<file path="src/hw/rtl/assert_macros.svh">
// Assertion macros for the RTL file that carries checks.
`ifndef ASSERT_MACROS_SVH
`define ASSERT_MACROS_SVH

// Same-cycle implication, disabled during reset.
`define CHK_IMPLY(lbl, ck, rs, a, b) \
  lbl: assert property (@(posedge ck) disable iff (rs) (a) |-> (b)) \
    else $error("same-cycle check failed");

// Next-cycle implication, disabled during reset.
`define CHK_NEXT(lbl, ck, rs, a, b) \
  lbl: assert property (@(posedge ck) disable iff (rs) (a) |=> (b)) \
    else $error("next-cycle check failed");

`endif

</file>
<file path="src/hw/rtl/qsh_pkg.sv">
// Shared types, constants and the LCG step of the short-header generator.
package qsh_pkg;

  localparam int LEN_W  = 7;
  localparam int IDX_W  = 6;
  localparam int SEED_W = 32;

  localparam logic [31:0] FNV_BASIS = 32'h811c_9dc5;
  localparam logic [31:0] FNV_PRIME = 32'h0100_0193;
  localparam logic [31:0] LCG_MUL   = 32'd1103515245;
  localparam logic [31:0] LCG_ADD   = 32'd12345;
  localparam logic [7:0]  QUIC_FIXED_BIT = 8'h40;

  typedef enum logic [2:0] {
    PROTO_NONE = 3'd0,
    PROTO_QUIC = 3'd1,
    PROTO_DNS  = 3'd2,
    PROTO_STUN = 3'd3,
    PROTO_SIP  = 3'd4
  } proto_t;

  typedef enum logic {
    OP_HASH = 1'b0,
    OP_FILL = 1'b1
  } opcode_t;

  // register index, taken from paddr[2]
  localparam logic REG_PROTOCOL = 1'b0;

  typedef struct packed {
    logic [SEED_W-1:0] seed;
    logic [LEN_W-1:0]  len;
  } job_t;

  typedef struct packed {
    logic full;
    logic empty;
  } qstat_t;

  typedef enum logic [1:0] {
    BK_IDLE = 2'd0,
    BK_PREP = 2'd1,
    BK_EMIT = 2'd2
  } bk_state_t;

  function automatic logic [31:0] lcg_next(input logic [31:0] s);
    logic [31:0] prod;
    prod = s * LCG_MUL;
    return prod + LCG_ADD;
  endfunction

endpackage

</file>
<file path="src/hw/rtl/qsh_front.sv">
// Front end: accept items, keep the FNV-1a hash, queue fill and end-of-packet jobs.
module qsh_front
  import qsh_pkg::*;
#(
  parameter int MAX_PREFIX = 64,
  parameter int HASH_BYTES = 64
) (
  input  logic              clk,
  input  logic              rst,
  input  logic              in_valid,
  output logic              in_ready,
  input  logic              opcode,
  input  logic [7:0]        data_byte,
  input  logic              last,
  input  logic [LEN_W-1:0]  length,
  input  logic [SEED_W-1:0] seed,
  input  logic [2:0]        protocol,
  input  qstat_t            q_stat,
  output logic              push,
  output job_t              job
);

  localparam int CNT_W = $clog2(HASH_BYTES + 1);

  logic [31:0]      hash;
  logic [CNT_W-1:0] hashed_count;
  logic [31:0]      hash_upd;
  logic [31:0]      hash_eff;
  logic             do_hash;
  logic             accept;
  logic [LEN_W-1:0] len_sat;

  assign in_ready = !q_stat.full;
  assign accept   = in_valid && in_ready;
  assign do_hash  = hashed_count < CNT_W'(HASH_BYTES);
  assign hash_upd = (hash ^ {24'b0, data_byte}) * FNV_PRIME;
  assign hash_eff = do_hash ? hash_upd : hash;
  assign len_sat  = (length > LEN_W'(MAX_PREFIX)) ? LEN_W'(MAX_PREFIX) : length;

  // a job only for an emitting item: fill, or last payload byte, quic, nonzero length
  assign push = accept && (protocol == PROTO_QUIC) && (len_sat != '0)
                && ((opcode == OP_FILL) || last);
  assign job.seed = (opcode == OP_FILL) ? seed : hash_eff;
  assign job.len  = len_sat;

  always_ff @(posedge clk) begin
    if (rst) begin
      hash         <= FNV_BASIS;
      hashed_count <= '0;
    end else if (accept && (opcode == OP_HASH)) begin
      if (last) begin
        hash         <= FNV_BASIS;
        hashed_count <= '0;
      end else if (do_hash) begin
        hash         <= hash_upd;
        hashed_count <= hashed_count + CNT_W'(1);
      end
    end
  end

endmodule

</file>
<file path="src/hw/rtl/qsh_queue.sv">
// Two-entry job queue between front and back ends.
module qsh_queue
  import qsh_pkg::*;
(
  input  logic   clk,
  input  logic   rst,
  input  logic   push,
  input  job_t   wr_job,
  input  logic   pop,
  output job_t   rd_job,
  output qstat_t q_stat
);

  job_t       entries [2];
  logic       wr_ptr;
  logic       rd_ptr;
  logic [1:0] count;

  assign rd_job       = entries[rd_ptr];
  assign q_stat.full  = (count == 2'd2);
  assign q_stat.empty = (count == 2'd0);

  always_ff @(posedge clk) begin
    if (push) begin
      entries[wr_ptr] <= wr_job;
    end
  end

  always_ff @(posedge clk) begin
    if (rst) begin
      wr_ptr <= 1'b0;
      rd_ptr <= 1'b0;
      count  <= 2'd0;
    end else begin
      if (push) wr_ptr <= !wr_ptr;
      if (pop)  rd_ptr <= !rd_ptr;
      case ({push, pop})
        2'b10:   count <= count + 2'd1;
        2'b01:   count <= count - 2'd1;
        default: count <= count;
      endcase
    end
  end

endmodule

</file>
<file path="src/hw/rtl/qsh_back.sv">
// Back end: run the LCG for a job and emit the prefix bytes.
module qsh_back
  import qsh_pkg::*;
(
  input  logic             clk,
  input  logic             rst,
  input  qstat_t           q_stat,
  input  job_t             job,
  output logic             pop,
  output logic             out_valid,
  input  logic             out_ready,
  output logic [7:0]       out_byte,
  output logic [IDX_W-1:0] out_index,
  output logic             out_last
);

  bk_state_t        state, state_next;
  logic [31:0]      s;
  logic [31:0]      s_step;
  logic             spin, kp;
  logic [1:0]       pn;
  logic [1:0]       prep_cnt;
  logic [IDX_W-1:0] pos;
  logic [LEN_W-1:0] len;
  logic             emit_go;
  logic             final_byte;
  logic [7:0]       hdr_byte;

  assign s_step     = lcg_next(s);
  assign final_byte = (LEN_W'(pos) + LEN_W'(1)) == len;
  assign hdr_byte   = QUIC_FIXED_BIT | {2'b00, spin, 2'b00, kp, pn};

  always_comb begin
    state_next = state;
    case (state)
      BK_IDLE: if (!q_stat.empty) state_next = BK_PREP;
      BK_PREP: if (prep_cnt == 2'd2) state_next = BK_EMIT;
      BK_EMIT: if (emit_go && final_byte) state_next = BK_IDLE;
      default: state_next = BK_IDLE;
    endcase
  end

  always_comb begin
    pop     = 1'b0;
    emit_go = 1'b0;
    case (state)
      BK_IDLE: pop = !q_stat.empty;
      BK_EMIT: emit_go = !out_valid || out_ready;
      default: ;
    endcase
  end

  always_ff @(posedge clk) begin
    if (rst) begin
      state     <= BK_IDLE;
      out_valid <= 1'b0;
    end else begin
      state <= state_next;
      if (emit_go)        out_valid <= 1'b1;
      else if (out_ready) out_valid <= 1'b0;
    end
  end

  always_ff @(posedge clk) begin
    case (state)
      BK_IDLE: begin
        if (pop) begin
          s        <= job.seed;
          spin     <= job.seed[8];
          len      <= job.len;
          prep_cnt <= 2'd0;
          pos      <= '0;
        end
      end
      BK_PREP: begin
        s        <= s_step;
        prep_cnt <= prep_cnt + 2'd1;
        if (prep_cnt == 2'd0) kp <= s_step[8];
        if (prep_cnt == 2'd1) pn <= s_step[1:0];
      end
      BK_EMIT: begin
        if (emit_go) begin
          out_byte  <= (pos == '0) ? hdr_byte : s[23:16];
          out_index <= pos;
          out_last  <= final_byte;
          pos       <= pos + IDX_W'(1);
          if (pos != '0) s <= s_step;
        end
      end
      default: ;
    endcase
  end

endmodule

</file>
<file path="src/hw/rtl/quic_short_header_imitation.sv">
// Top level of the QUIC short-header imitation prefix generator.
// Payload bytes are taken one per cycle while the job queue has room.
// A fill goes from acceptance to its first byte through the queue, the pop and
// three LCG steps, then one byte per cycle while out_ready does not stall it.
// Synchronous active-high reset clears hash, queue, sequencer and protocol.
`include "assert_macros.svh"

module quic_short_header_imitation
  import qsh_pkg::*;
#(
  parameter int MAX_PREFIX = 64,
  parameter int HASH_BYTES = 64
) (
  input  logic              clk,
  input  logic              rst,
  // configuration port
  input  logic              psel,
  input  logic              penable,
  input  logic              pwrite,
  input  logic [2:0]        paddr,
  input  logic [31:0]       pwdata,
  output logic [31:0]       prdata,
  output logic              pready,
  // input items
  input  logic              in_valid,
  output logic              in_ready,
  input  logic              opcode,
  input  logic [7:0]        data_byte,
  input  logic              last,
  input  logic [LEN_W-1:0]  length,
  input  logic [SEED_W-1:0] seed,
  // result items
  output logic              out_valid,
  input  logic              out_ready,
  output logic [7:0]        out_byte,
  output logic [IDX_W-1:0]  out_index,
  output logic              out_last
);

  logic [2:0] protocol;
  logic       job_push;
  logic       job_pop;
  job_t       wr_job;
  job_t       rd_job;
  qstat_t     q_stat;

  // Register file: a single protocol register at byte address 0.
  assign pready = 1'b1;
  assign prdata = (paddr[2] == REG_PROTOCOL) ? {29'b0, protocol} : 32'b0;

  always_ff @(posedge clk) begin
    if (rst) begin
      protocol <= PROTO_NONE;
    end else if (psel && penable && pwrite && pready && (paddr[2] == REG_PROTOCOL)) begin
      protocol <= pwdata[2:0];
    end
  end

  // Front end hashes payload and turns each emitting item into a job.
  qsh_front #(
    .MAX_PREFIX (MAX_PREFIX),
    .HASH_BYTES (HASH_BYTES)
  ) u_front (
    .clk       (clk),
    .rst       (rst),
    .in_valid  (in_valid),
    .in_ready  (in_ready),
    .opcode    (opcode),
    .data_byte (data_byte),
    .last      (last),
    .length    (length),
    .seed      (seed),
    .protocol  (protocol),
    .q_stat    (q_stat),
    .push      (job_push),
    .job       (wr_job)
  );

  // Hold pending jobs so hashing of the next packet can overlap emission.
  qsh_queue u_queue (
    .clk    (clk),
    .rst    (rst),
    .push   (job_push),
    .wr_job (wr_job),
    .pop    (job_pop),
    .rd_job (rd_job),
    .q_stat (q_stat)
  );

  // Back end steps the LCG and drives the registered output item.
  qsh_back u_back (
    .clk       (clk),
    .rst       (rst),
    .q_stat    (q_stat),
    .job       (rd_job),
    .pop       (job_pop),
    .out_valid (out_valid),
    .out_ready (out_ready),
    .out_byte  (out_byte),
    .out_index (out_index),
    .out_last  (out_last)
  );

  // A job is never pushed into a full queue.
  `CHK_IMPLY(a_no_overflow, clk, rst, job_push, !q_stat.full)
  // The first byte of a prefix always carries the short-header fixed bits.
  `CHK_IMPLY(a_hdr_bits, clk, rst, out_valid && (out_index == '0), out_byte[7:6] == 2'b01)
  // Within a prefix the next byte follows at once with the next index.
  `CHK_NEXT(a_idx_step, clk, rst, out_valid && out_ready && !out_last, out_valid && (out_index == $past(out_index) + IDX_W'(1)))

endmodule

</file>
<file path="config.mk">
export PLATFORM = sky130hd
export DESIGN_NAME = quic_short_header_imitation
export DESIGN_NICKNAME = d
export VERILOG_FILES = /design/src/hw/rtl/qsh_pkg.sv /design/src/hw/rtl/qsh_front.sv /design/src/hw/rtl/qsh_queue.sv /design/src/hw/rtl/qsh_back.sv /design/src/hw/rtl/quic_short_header_imitation.sv
export VERILOG_INCLUDE_DIRS = /design/src /design/src/hw/rtl
export SDC_FILE = /design/constraint.sdc
export NUM_CORES = 1
export LEC_CHECK = 0
export ABC_AREA = 0
export BUFFER_PORTS_ARGS = -buffer_cell sky130_fd_sc_hd__clkbuf_2
export CAP_MARGIN = 0
export CORE_MARGIN = 2
export CORE_UTILIZATION = 64
export DETAILED_ROUTE_END_ITERATION = 7
export PLACE_DENSITY = 0.89
export SYNTH_ARGS = -nofsm -noshare
export SYNTH_HDL_FRONTEND = slang
export SYNTH_SLANG_ARGS = --single-unit
</file>
<file path="constraint.sdc">
create_clock -name clk -period 14.2 [get_ports clk]
set_input_delay 0.71 -clock clk [delete_from_list [all_inputs] [get_ports clk]]
set_output_delay 0.71 -clock clk [all_outputs]
set_load 0.03 [all_outputs]
</file>
### Yosys cells after proc, flatten, opt, wreduce, memory -nomap -nowiden

Memory sizes are Yosys's and may differ from the RTL's. A register that Yosys moved wholly into a read port is not among the register bits.
Cells that the tools add are included.

| storage, ports and cells | value |
|---|---|
| register bits | 115 |
| latch bits | 0 |
| RAM bits | 78 |
| bits in read-only memories | 0 |
| logic and storage cells | 116 |
| memories | 1 |

Memories:

| name | words | width | rd ports | clocked after Yosys merged registers in | write ports | RTL line | text |
|---|---|---|---|---|---|---|---|
| u_queue.entries | 2 | 39 | 1 | 1 | 1 | qsh_queue.sv:14 | `job_t entries [2];` |

| cells by class | value |
|---|---|
| $add $sub $neg | 7 |
| multipliers | 2 |
| divide/modulo/power cells | 0 |
| magnitude comparators | 2 |
| eq/ne operators | 15 |
| shifts and indexed selects | 0 |
| mux-type cells | 30 |
| bitwise logic cells | 3 |
| reduce and logical (&&, ||, !) cells | 37 |

Operators with widths:

| kind | number |
|---|---|
| 32-bit 2-to-1 mux | 6 |
| 32-bit case mux with 3 select lines | 1 |
| 32-bit by 14-bit adder with 32-bit output, second input constant | 1 |
| 32-bit by 25-bit multiplier with 32-bit output, second input constant | 1 |
| 32-bit by 31-bit multiplier with 32-bit output, second input constant | 1 |
| 32-bit by 8-bit bitwise XOR with 32-bit output | 1 |
| 7-bit 2-to-1 mux | 3 |
| 6-bit 2-to-1 mux | 3 |
| 6-bit case mux with 2 select lines | 1 |
| 2-bit AND reduction | 6 |
| 2-bit nonzero test | 5 |
| 1-bit logical AND | 9 |
| 2-bit equality test, second input constant | 4 |
| 1-bit 2-to-1 mux | 8 |
| 2-bit 2-to-1 mux | 4 |
| 2-bit by 1-bit != test with 1-bit output, second input constant | 4 |
| 2-bit case mux with 2 select lines | 2 |
| 6-bit by 1-bit adder with 7-bit output, second input constant | 1 |
| 7-bit by 1-bit adder with 7-bit output, second input constant | 1 |
| 7-bit equality test | 1 |
| 7-bit > comparator, second input constant | 1 |
| 7-bit less-than comparator, second input constant | 1 |
| 7-bit nonzero test | 1 |
| 6-bit by 1-bit adder with 6-bit output, second input constant | 1 |
| other kinds (16) | 29 |

### Logic depth before layout (Yosys ltp)

Gate-level depths: netlist of run 1.

| logic depth | value |
|---|---|
| depth after elaboration | 8 |
| gate-level depth with buffers | 25 |
| depth with buffers taken out | 25 |

### By module

A second synthesis of run 1 with hierarchy kept.

| unflattened totals | value |
|---|---|
| cell total of the unflattened synthesis | 1,895 |
| area total of the unflattened synthesis | 19,510.0 µm² |

Modules (own cells, without submodules):

| module | instances | cells an instance | area an instance (µm²) |
|---|---|---|---|
| qsh_back | 1 | 801 | 8,269.2 |
| qsh_front | 1 | 902 | 7,823.8 |
| qsh_queue | 1 | 143 | 3,009.1 |
| quic_short_header_imitation | 1 | 49 | 407.9 |

### Worst setup path before layout of run 1

Ideal clock, no wire load.

| path | value |
|---|---|
| kind | register to register |
| start | reg u_back.s[4] |
| end | reg u_back.s[23] (data pin) |
| library setup time | 0.271 ns |
| arrival | 6.011 ns |
| required time | 13.929 ns |
| path slack | 7.917 ns |
| cell stages (with the launch flop) | 23 |
| cell sequence | edfxtp_1 ha_1 ha_1 ha_1 a21oi_1 fa_1 fa_1 inv_1 fa_1 ha_1 fa_1 inv_1 fa_1 inv_1 ha_1 a21o_1 a221o_1 a21oi_1 o21ai_1 a31oi_1 o2bb2ai_1 xnor2_1 mux2i_1 |

| on the way | value |
|---|---|
| word-level cells in the longest chain between the ends | 5 |

Ends and longest elaborated chain:

| what | RTL line | text |
|---|---|---|
| start: declaration | qsh_back.sv:18 | `logic [31:0] s;` |
| start signal: assignment | qsh_back.sv:68 | `s <= job.seed;` |
| start signal: assignment | qsh_back.sv:76 | `s <= s_step;` |
| start signal: assignment | qsh_back.sv:87 | `if (pos != '0) s <= s_step;` |
| 32-bit by 31-bit multiplier with 32-bit output (*) | qsh_pkg.sv:48 | `prod = s * LCG_MUL;` |
| 32-bit by 14-bit adder with 32-bit output (*) | qsh_pkg.sv:49 | `return prod + LCG_ADD;` |
| 32-bit 2-to-1 mux | qsh_back.sv:87 |  |
| 32-bit 2-to-1 mux | qsh_back.sv:82 | `if (emit_go) begin` |
| 32-bit case mux with 3 select lines (*) | qsh_back.sv:65 | `case (state)` |

Every way passes the cells marked *; elsewhere a longest branch is shown, timed or not. The select of a mux whose other input is x is not followed.
A chain may end at the register's enable or synchronous reset.

### Worst setup path in the final report of run 1

| path | value |
|---|---|
| start | reg u_back.s[8] |
| end | reg u_back.s[22] (data pin) |

The elaborated chain is that of the path after synthesis.

==> run_results.csv, run 1 <==
group,metric,value,unit
outcome,outcome,"finished clean",
cts,cts.sinks,162,
cts,ctsHoldBuffers,0,
logic_synthesis,yosysTopAreaCellShare,21.9,%
final_layout,final_core_util,69.9,%
sta,max_freq,0.138,GHz
job,maxCapViolCount,0,
place,dp_hpwl,30300,µm
detailed_routing,wl_per_cell,18.7,µm
floorplan,fp.dieW,165,µm
sta,fin_crit,7.25,ns
place,io_buffers,71,
cts,cts_resized,0,
detailed_routing,first_pass_iters,6,
logic_synthesis,synth_area_leaders,"edfxtp_1 (22%), ha_1 (21%), fa_1 (17%)",
detailed_routing,vias,11817,
sta,tightestPinTransition,1.28,ns
floorplan,die_h,165,µm
detailed_routing,antenna_left,0,
critical_path,end_kind,"flip-flop",
final_layout,layout.nets,2229,
floorplan,start_util,65.3,%
logic_synthesis,ys.flop_type,"edfxtp_1",
global_route,overflow,0,
logic_synthesis,yosys_warnings,0,
sta,skew,0.00518,ns
critical_path,worst_ep_arrival_time,7.44,ns
cts,clk_path_buf_depth,2,
logic_synthesis,async_flop_share,0,%
detailed_routing,wl,38500,µm
logic_synthesis,postSynthAreaPerCell,9.99,µm²
floorplan,fp-row-count,58,
critical_path,cp.required,14.38,ns
critical_path,r2r_start,"u_back.s[8]$_DFFE_PP_",
critical_path,crit_slowest_cell,"fa_1",
final_layout,syn_to_final_growth,7.04,%
cts,cts_max_level,4,
critical_path,cp-start-kind,"flip-flop",
global_route,grt_pass1_vias,12200,
sta,setup_tns,0,ns
logic_synthesis,synth-edff-count,120,
detailed_routing,drc,0,
sta,period_share,51.1,%
logic_synthesis,synth_top_area_cell,"edfxtp_1",
cts,clk_pin_slew_worst_paths,0.06,ns
sta,slew_headroom,14.3,%
critical_path,cp_max_fo,6,
floorplan,core,0.0253,mm²
logic_synthesis,synth.ff_latch_count,162,
final_layout,drive_gt1_share,7.63,%
floorplan,die-area,0.0271,mm²
global_route,antenna_found_initial,0,
cts,numCtsBuffers,17,
critical_path,worstSetupStartpoint,"u_back.s[8]$_DFFE_PP_",
cts,clock-root-buffer,"clkbuf_16",
sta,fin_hold_ws,0.517,ns
logic_synthesis,syn_area,0.0165,mm²
critical_path,slowest_delay,0.65,ns
cts,clock_latency,0.43,ns
sta,rsz0062_at_grt,"no",
global_route,grt_usage,29.4,%
detailed_routing,drt-initial-drc-count,1224,
detailed_routing,via_per_inst,5.74,
logic_synthesis,synth-seq-area-share,26.9,%
min_path,hold_start,"pwdata[0]",
global_route,grt_pass1_wl,61200,µm
cts,post_cts_buffers,0,
sta,finalHoldViolCount,0,
place,routabilityCongestion,0.965,
floorplan,io-pin-count,141,
cts,cts_tree,"built",
global_route,grt_max_degree,51,
critical_path,crit_type,"reg2reg",
critical_path,cp_common_cell,"fa_1",
min_path,hp-class,"in2reg",
logic_synthesis,syn_inst,1651,
sta,slew_viol_final,0,
sta,setup_viol,0,
logic_synthesis,yosysUniqueCellTypes,63,
critical_path,cp_cell_sequence,"ha_1 -> fa_1 -> fa_1 -> inv_1 -> fa_1 -> inv_1 -> fa_1 -> fa_1 -> fa_1 -> inv_1 -> fa_1 -> inv_1 -> ha_1 -> a21oi_1 -> o21ai_0 -> a21oi_1 -> o31ai_1 -> or4b_1 -> and3_1",
final_layout,antenna_cells,0,
==> placed cells by master, fill, tap and decap left out, drive strengths merged, types with 56 or more instances in the layout <==
master,instances
inv,422
nor2,64
fa,143
a21oi,56
o21ai,66
ha,278
edfxtp,120
clkbuf,94
xnor2,59
nand2,71
==> synthesized netlist by cell type, types with 3 or more instances <==
cell type	count
clkbuf_1	22
a21oi_1	56
nor4_1	5
nor3_1	12
buf_4	30
edfxtp_1	120
a211oi_1	9
xnor2_1	59
xor2_1	35
ha_1	278
a221oi_1	3
nand2_1	71
nor2b_1	24
nand3b_1	3
o211ai_1	8
inv_1	419
nand4_1	6
fa_1	143
nand2b_1	11
o21bai_1	5
or2_2	5
nand3_1	15
a31oi_1	6
o21ai_1	6
dfxtp_1	42
nor2_1	61
and2_1	7
a22oi_1	6
o21a_1	5
a21o_1	16
o21ai_0	59
o31ai_1	6
buf_1	5
mux2i_1	36
or3_1	4
mux2_2	14
and3_1	5
==> worst paths after layout <==
| path | to | slack (ns) | cells past startpoint |
|---|---|---|---|
| worst max-delay path | u_back.s[22]$_DFFE_PP_ | 6.95 | 19 |
| worst min register to register | u_back.out_index[4]$_DFFE_PP_ | 0.53 | 0 |
| worst min-delay path | protocol[0]$_SDFFE_PP0P_ | 0.52 | 3 |
| worst max register to register | u_back.s[22]$_DFFE_PP_ | 6.95 | 19 |
==> stage by stage <==
stage	cells	cell area, µm²	setup slack (ns)
finish	2060	17700	6.95
global route	2060	17700	6.78
CTS	2060	17700	7.18
detailed placement	2028	17100	7.25
global placement	2028	17100	7.44
floorplan	1679	16600	7.92
==> kinds of logic after synthesis <==
logic type               Yosys count  synth area share (%)
AND/OR/NAND/NOR                  238                  6.95
buffers and inverters            478                  11.6
AO/OA/AOI/OAI                    205                  7.75
adder cells (fa/ha/maj)          421                  38.5
flip-flops                       162                  26.9
other                              2                0.0455
multiplexers                      50                  3.14
XOR/XNOR                          95                  5.13
==> state kept, by name, indices dropped and copies added (netlist names), 3 cells and up, named ones only <==
name                  flops
u_queue.entries          62
u_back.out_index          6
u_back.out_byte           8
u_front.hashed_count      7
u_front.hash             24
u_back.pos                6
u_back.s                 24
protocol                  3
u_back.len                7
==> per-layer routing <==
metal	part of all wire [%]	track usage (%)	vias up
met5	0	0	-
met4	4.7	13.6	0
met3	7.7	4.87	142
met2	51	52.4	552
met1	37	34.7	5712
li1	-	-	5411
==> critical path: cells and delay by family (launching register included) <==
family	cells	cell delay, ns
DFF	1	0.56
AOI/OAI and AO/OA	4	0.81
buffers and inverters	4	0.26
adders and majority gates	9	4.74
and+or+nand+nor	2	0.67
==> final cells by class <==
| type | count | area, µm² |
|---|---|---|
| multi-input combinational | 1039 | 10300 |
| fill | 1710 | 7600 |
| sequential | 162 | 4440 |
| inverter | 419 | 1570 |
| clock buffer | 23 | 448 |
| tap | 330 | 413 |
| timing repair buffer | 78 | 408 |
| clock inverter | 9 | 106 |
Power of run 1 is left out: the tool's default activity adds up to more than one toggle a clock period on the data nets, which glitch-free logic cannot reach.
==> run 2, diff against run 1 <==
--- a/config.mk
+++ b/config.mk
@@ -10,9 +10,9 @@
 export BUFFER_PORTS_ARGS = -buffer_cell sky130_fd_sc_hd__clkbuf_2
 export CAP_MARGIN = 0
 export CORE_MARGIN = 2
-export CORE_UTILIZATION = 64
+export CORE_UTILIZATION = 56
 export DETAILED_ROUTE_END_ITERATION = 7
-export PLACE_DENSITY = 0.89
+export PLACE_DENSITY = 0.83
 export SYNTH_ARGS = -nofsm -noshare
 export SYNTH_HDL_FRONTEND = slang
 export SYNTH_SLANG_ARGS = --single-unit
==> constraint.sdc (replaced) <==
create_clock -name clk -period 6.15 [get_ports clk]
set_input_delay 0.3075 -clock clk [delete_from_list [all_inputs] [get_ports clk]]
set_output_delay 0.3075 -clock clk [all_outputs]
set_load 0.03 [all_outputs]
==> run_results.csv, run 2 (synthesized netlist as in run 1, its figures left out) <==
group,metric,value,unit
critical_path,reg2reg_depth,22,
place,dp_hpwl,31900,µm
min_path,holdPathStages,3,
cts,cts_max_level,4,
detailed_routing,wl_per_cell,18.1,µm
global_route,use_met2,47.6,%
global_route,grt_busiest_layer,"met2",
cts,clk_path_buf_depth,2,
cts,clock-root-buffer,"clkbuf_16",
final_layout,drive_gt1_share,15.8,%
floorplan,core,0.0289,mm²
floorplan,start_util,57.1,%
critical_path,cp_common_cell,"fa_1",
critical_path,end_kind,"flip-flop",
final_layout,layout_common_cells,"inv_1 (411), ha_1 (257), fa_1 (137)",
final_layout,largest_register_ffs,62,
final_layout,layout.nets,2320,
final_layout,final_common_cell,"inv_1",
detailed_routing,drc,0,
floorplan,fp-row-count,62,
critical_path,cp.required,6.34,ns
floorplan,io-pin-count,141,
global_route,grt_util_met3,3.77,%
final_layout,n_fill_cell,2112,
cts,cts.sinks,162,
outcome,violations,"negative setup slack",
global_route,grt_pass1_wl,62800,µm
final_layout,reg_top3,"u_queue.entries (62), u_back.s (24), u_front.hash (24)",
global_route,grt_usage,26.4,%
place,place_area,0.0178,mm²
min_path,hold_start,"pwdata[1]",
final_layout,antenna_cells,0,
critical_path,crit_type,"reg2reg",
floorplan,fp.dieW,176,µm
cts,clk_pin_slew_worst_paths,0.06,ns
critical_path,r2r_start,"u_back.s[12]$_DFFE_PP_",
critical_path,worstSetupStartpoint,"u_back.s[12]$_DFFE_PP_",
detailed_routing,via_per_inst,5.44,
global_route,overflow,0,
min_path,hold_end,"protocol[1]$_SDFFE_PP0P_",
critical_path,cp_cell_sequence,"buf_4 -> ha_1 -> ha_1 -> inv_1 -> fa_1 -> fa_1 -> inv_1 -> fa_1 -> inv_1 -> fa_1 -> inv_1 -> fa_1 -> inv_1 -> fa_1 -> inv_2 -> ha_4 -> nand2_1 -> o21ai_2 -> a21oi_2 -> o31ai_2 -> or4b_1 -> and3_1",
detailed_routing,wl,39900,µm
sta,slew_viol_final,0,
final_layout,layout.cells.non_filler,2205,
sta,setup_tns,-0.747,ns
final_layout,final_cell_area,0.0188,mm²
critical_path,worst_ep_arrival_time,6.58,ns
sta,fin_crit,6.39,ns
global_route,grt_pass1_vias,12486,
final_layout,syn_to_final_growth,14.2,%
outcome,outcome,"finished with violations",
sta,slew_headroom,18.1,%
global_route,grt_max_degree,51,
sta,tightestPinTransition,1.23,ns
min_path,hp-class,"in2reg",
global_route,antenna_found_initial,1,
final_layout,largest-register,"u_queue.entries",
sta,finalHoldViolCount,0,
floorplan,die-area,0.0308,mm²
cts,cts_tree,"built",
cts,clock_latency,0.43,ns
detailed_routing,drt-initial-drc-count,952,
critical_path,reg2reg_to,"u_back.s[22]$_DFFE_PP_",
critical_path,cp-start-kind,"flip-flop",
place,io_buffers,71,
detailed_routing,vias,11987,
place,post-place-cells,2155,
job,maxCapViolCount,0,
critical_path,slowest_delay,0.54,ns
critical_path,r2r_slack,-0.24,ns
detailed_routing,antenna_left,0,
final_layout,final_core_util,65.3,%
global_route,grtUsageMet1,32.0,%
floorplan,die_h,176,µm
sta,setup_viol,8,
critical_path,crit_slowest_cell,"fa_1",
cts,numCtsBuffers,17,
sta,period_share,104,%
detailed_routing,first_pass_iters,5,
sta,skew,0.0129,ns
critical_path,cp_max_fo,4,
place,routabilityCongestion,0.955,
sta,rsz0062_at_grt,"yes",
sta,max_freq,0.156,GHz
sta,layout_setup_ws,-0.242,ns
## run 2: cell types whose count changed in the layout (fill, tap and decap cells not counted), moves of 8 or more
cell and delta:
a21oi_1 -11, a21oi_2 +10, buf_4 +90, ha_1 -21, ha_4 +19, inv_1 -8, inv_2 +8
## run 2: worst max-delay path, delay by kind of cell (launching register included)
kind / cells / cell delay, ns
buffers and inverters: 7 / 0.54
AND/OR/NAND/NOR: 3 / 0.74
AO/OA/AOI/OAI: 3 / 0.38
flip-flops: 1 / 0.48
adder cells (fa/ha/maj): 9 / 4.02
## run 2: metal layers
layer  routed length (µm)  up-vias
met5                   11        -
met4                 1550        2
met3                 2130      111
met2                20400      394
met1                15800     5883
li1                     -     5597
## run 2: cell type report
cell class | instances | area (µm²) | area share (%)
Multi-Input combinational cell | 1039 | 10600 | 56.5
Timing Repair Buffer | 169 | 1090 | 5.81
Tap cell | 384 | 480 | 2.55
Sequential cell | 162 | 4440 | 23.6
Inverter | 419 | 1570 | 8.35
Clock buffer | 24 | 537 | 2.85
Clock inverter | 8 | 58.8 | 0.312
## run 2: repair_timing
item,in CTS,in global routing
hold endpoints to repair,0,0
setup buffers,17,1
hold buffers,0,0
gates cloned,0,0
endpoints found under the setup margin,9,12
pin swaps,48,6
gates resized for setup,49,10
## run 2: worst max path at each step
stage	endpoint	depth (start not counted)
2_1_floorplan	u_back.s[23]$_DFFE_PP_	22
6_report	u_back.s[22]$_DFFE_PP_	22
3_5_place_dp	u_back.s[22]$_DFFE_PP_	21
5_1_grt	u_back.s[22]$_DFFE_PP_	22
3_3_place_gp	u_back.s[22]$_DFFE_PP_	21
4_1_cts	u_back.s[22]$_DFFE_PP_	23
## run 2: through the flow
step / hold slack, ns / worst slack [ns]
6_report: 0.107 / -0.242
5_1_grt: 0.114 / -0.417
4_1_cts: 0.106 / -0.103
3_5_place_dp: 0.503 / -0.418
3_3_place_gp: 0.481 / -0.183
2_1_floorplan: 0.451 / 0.00982
Power of run 2 is left out for the same reason.
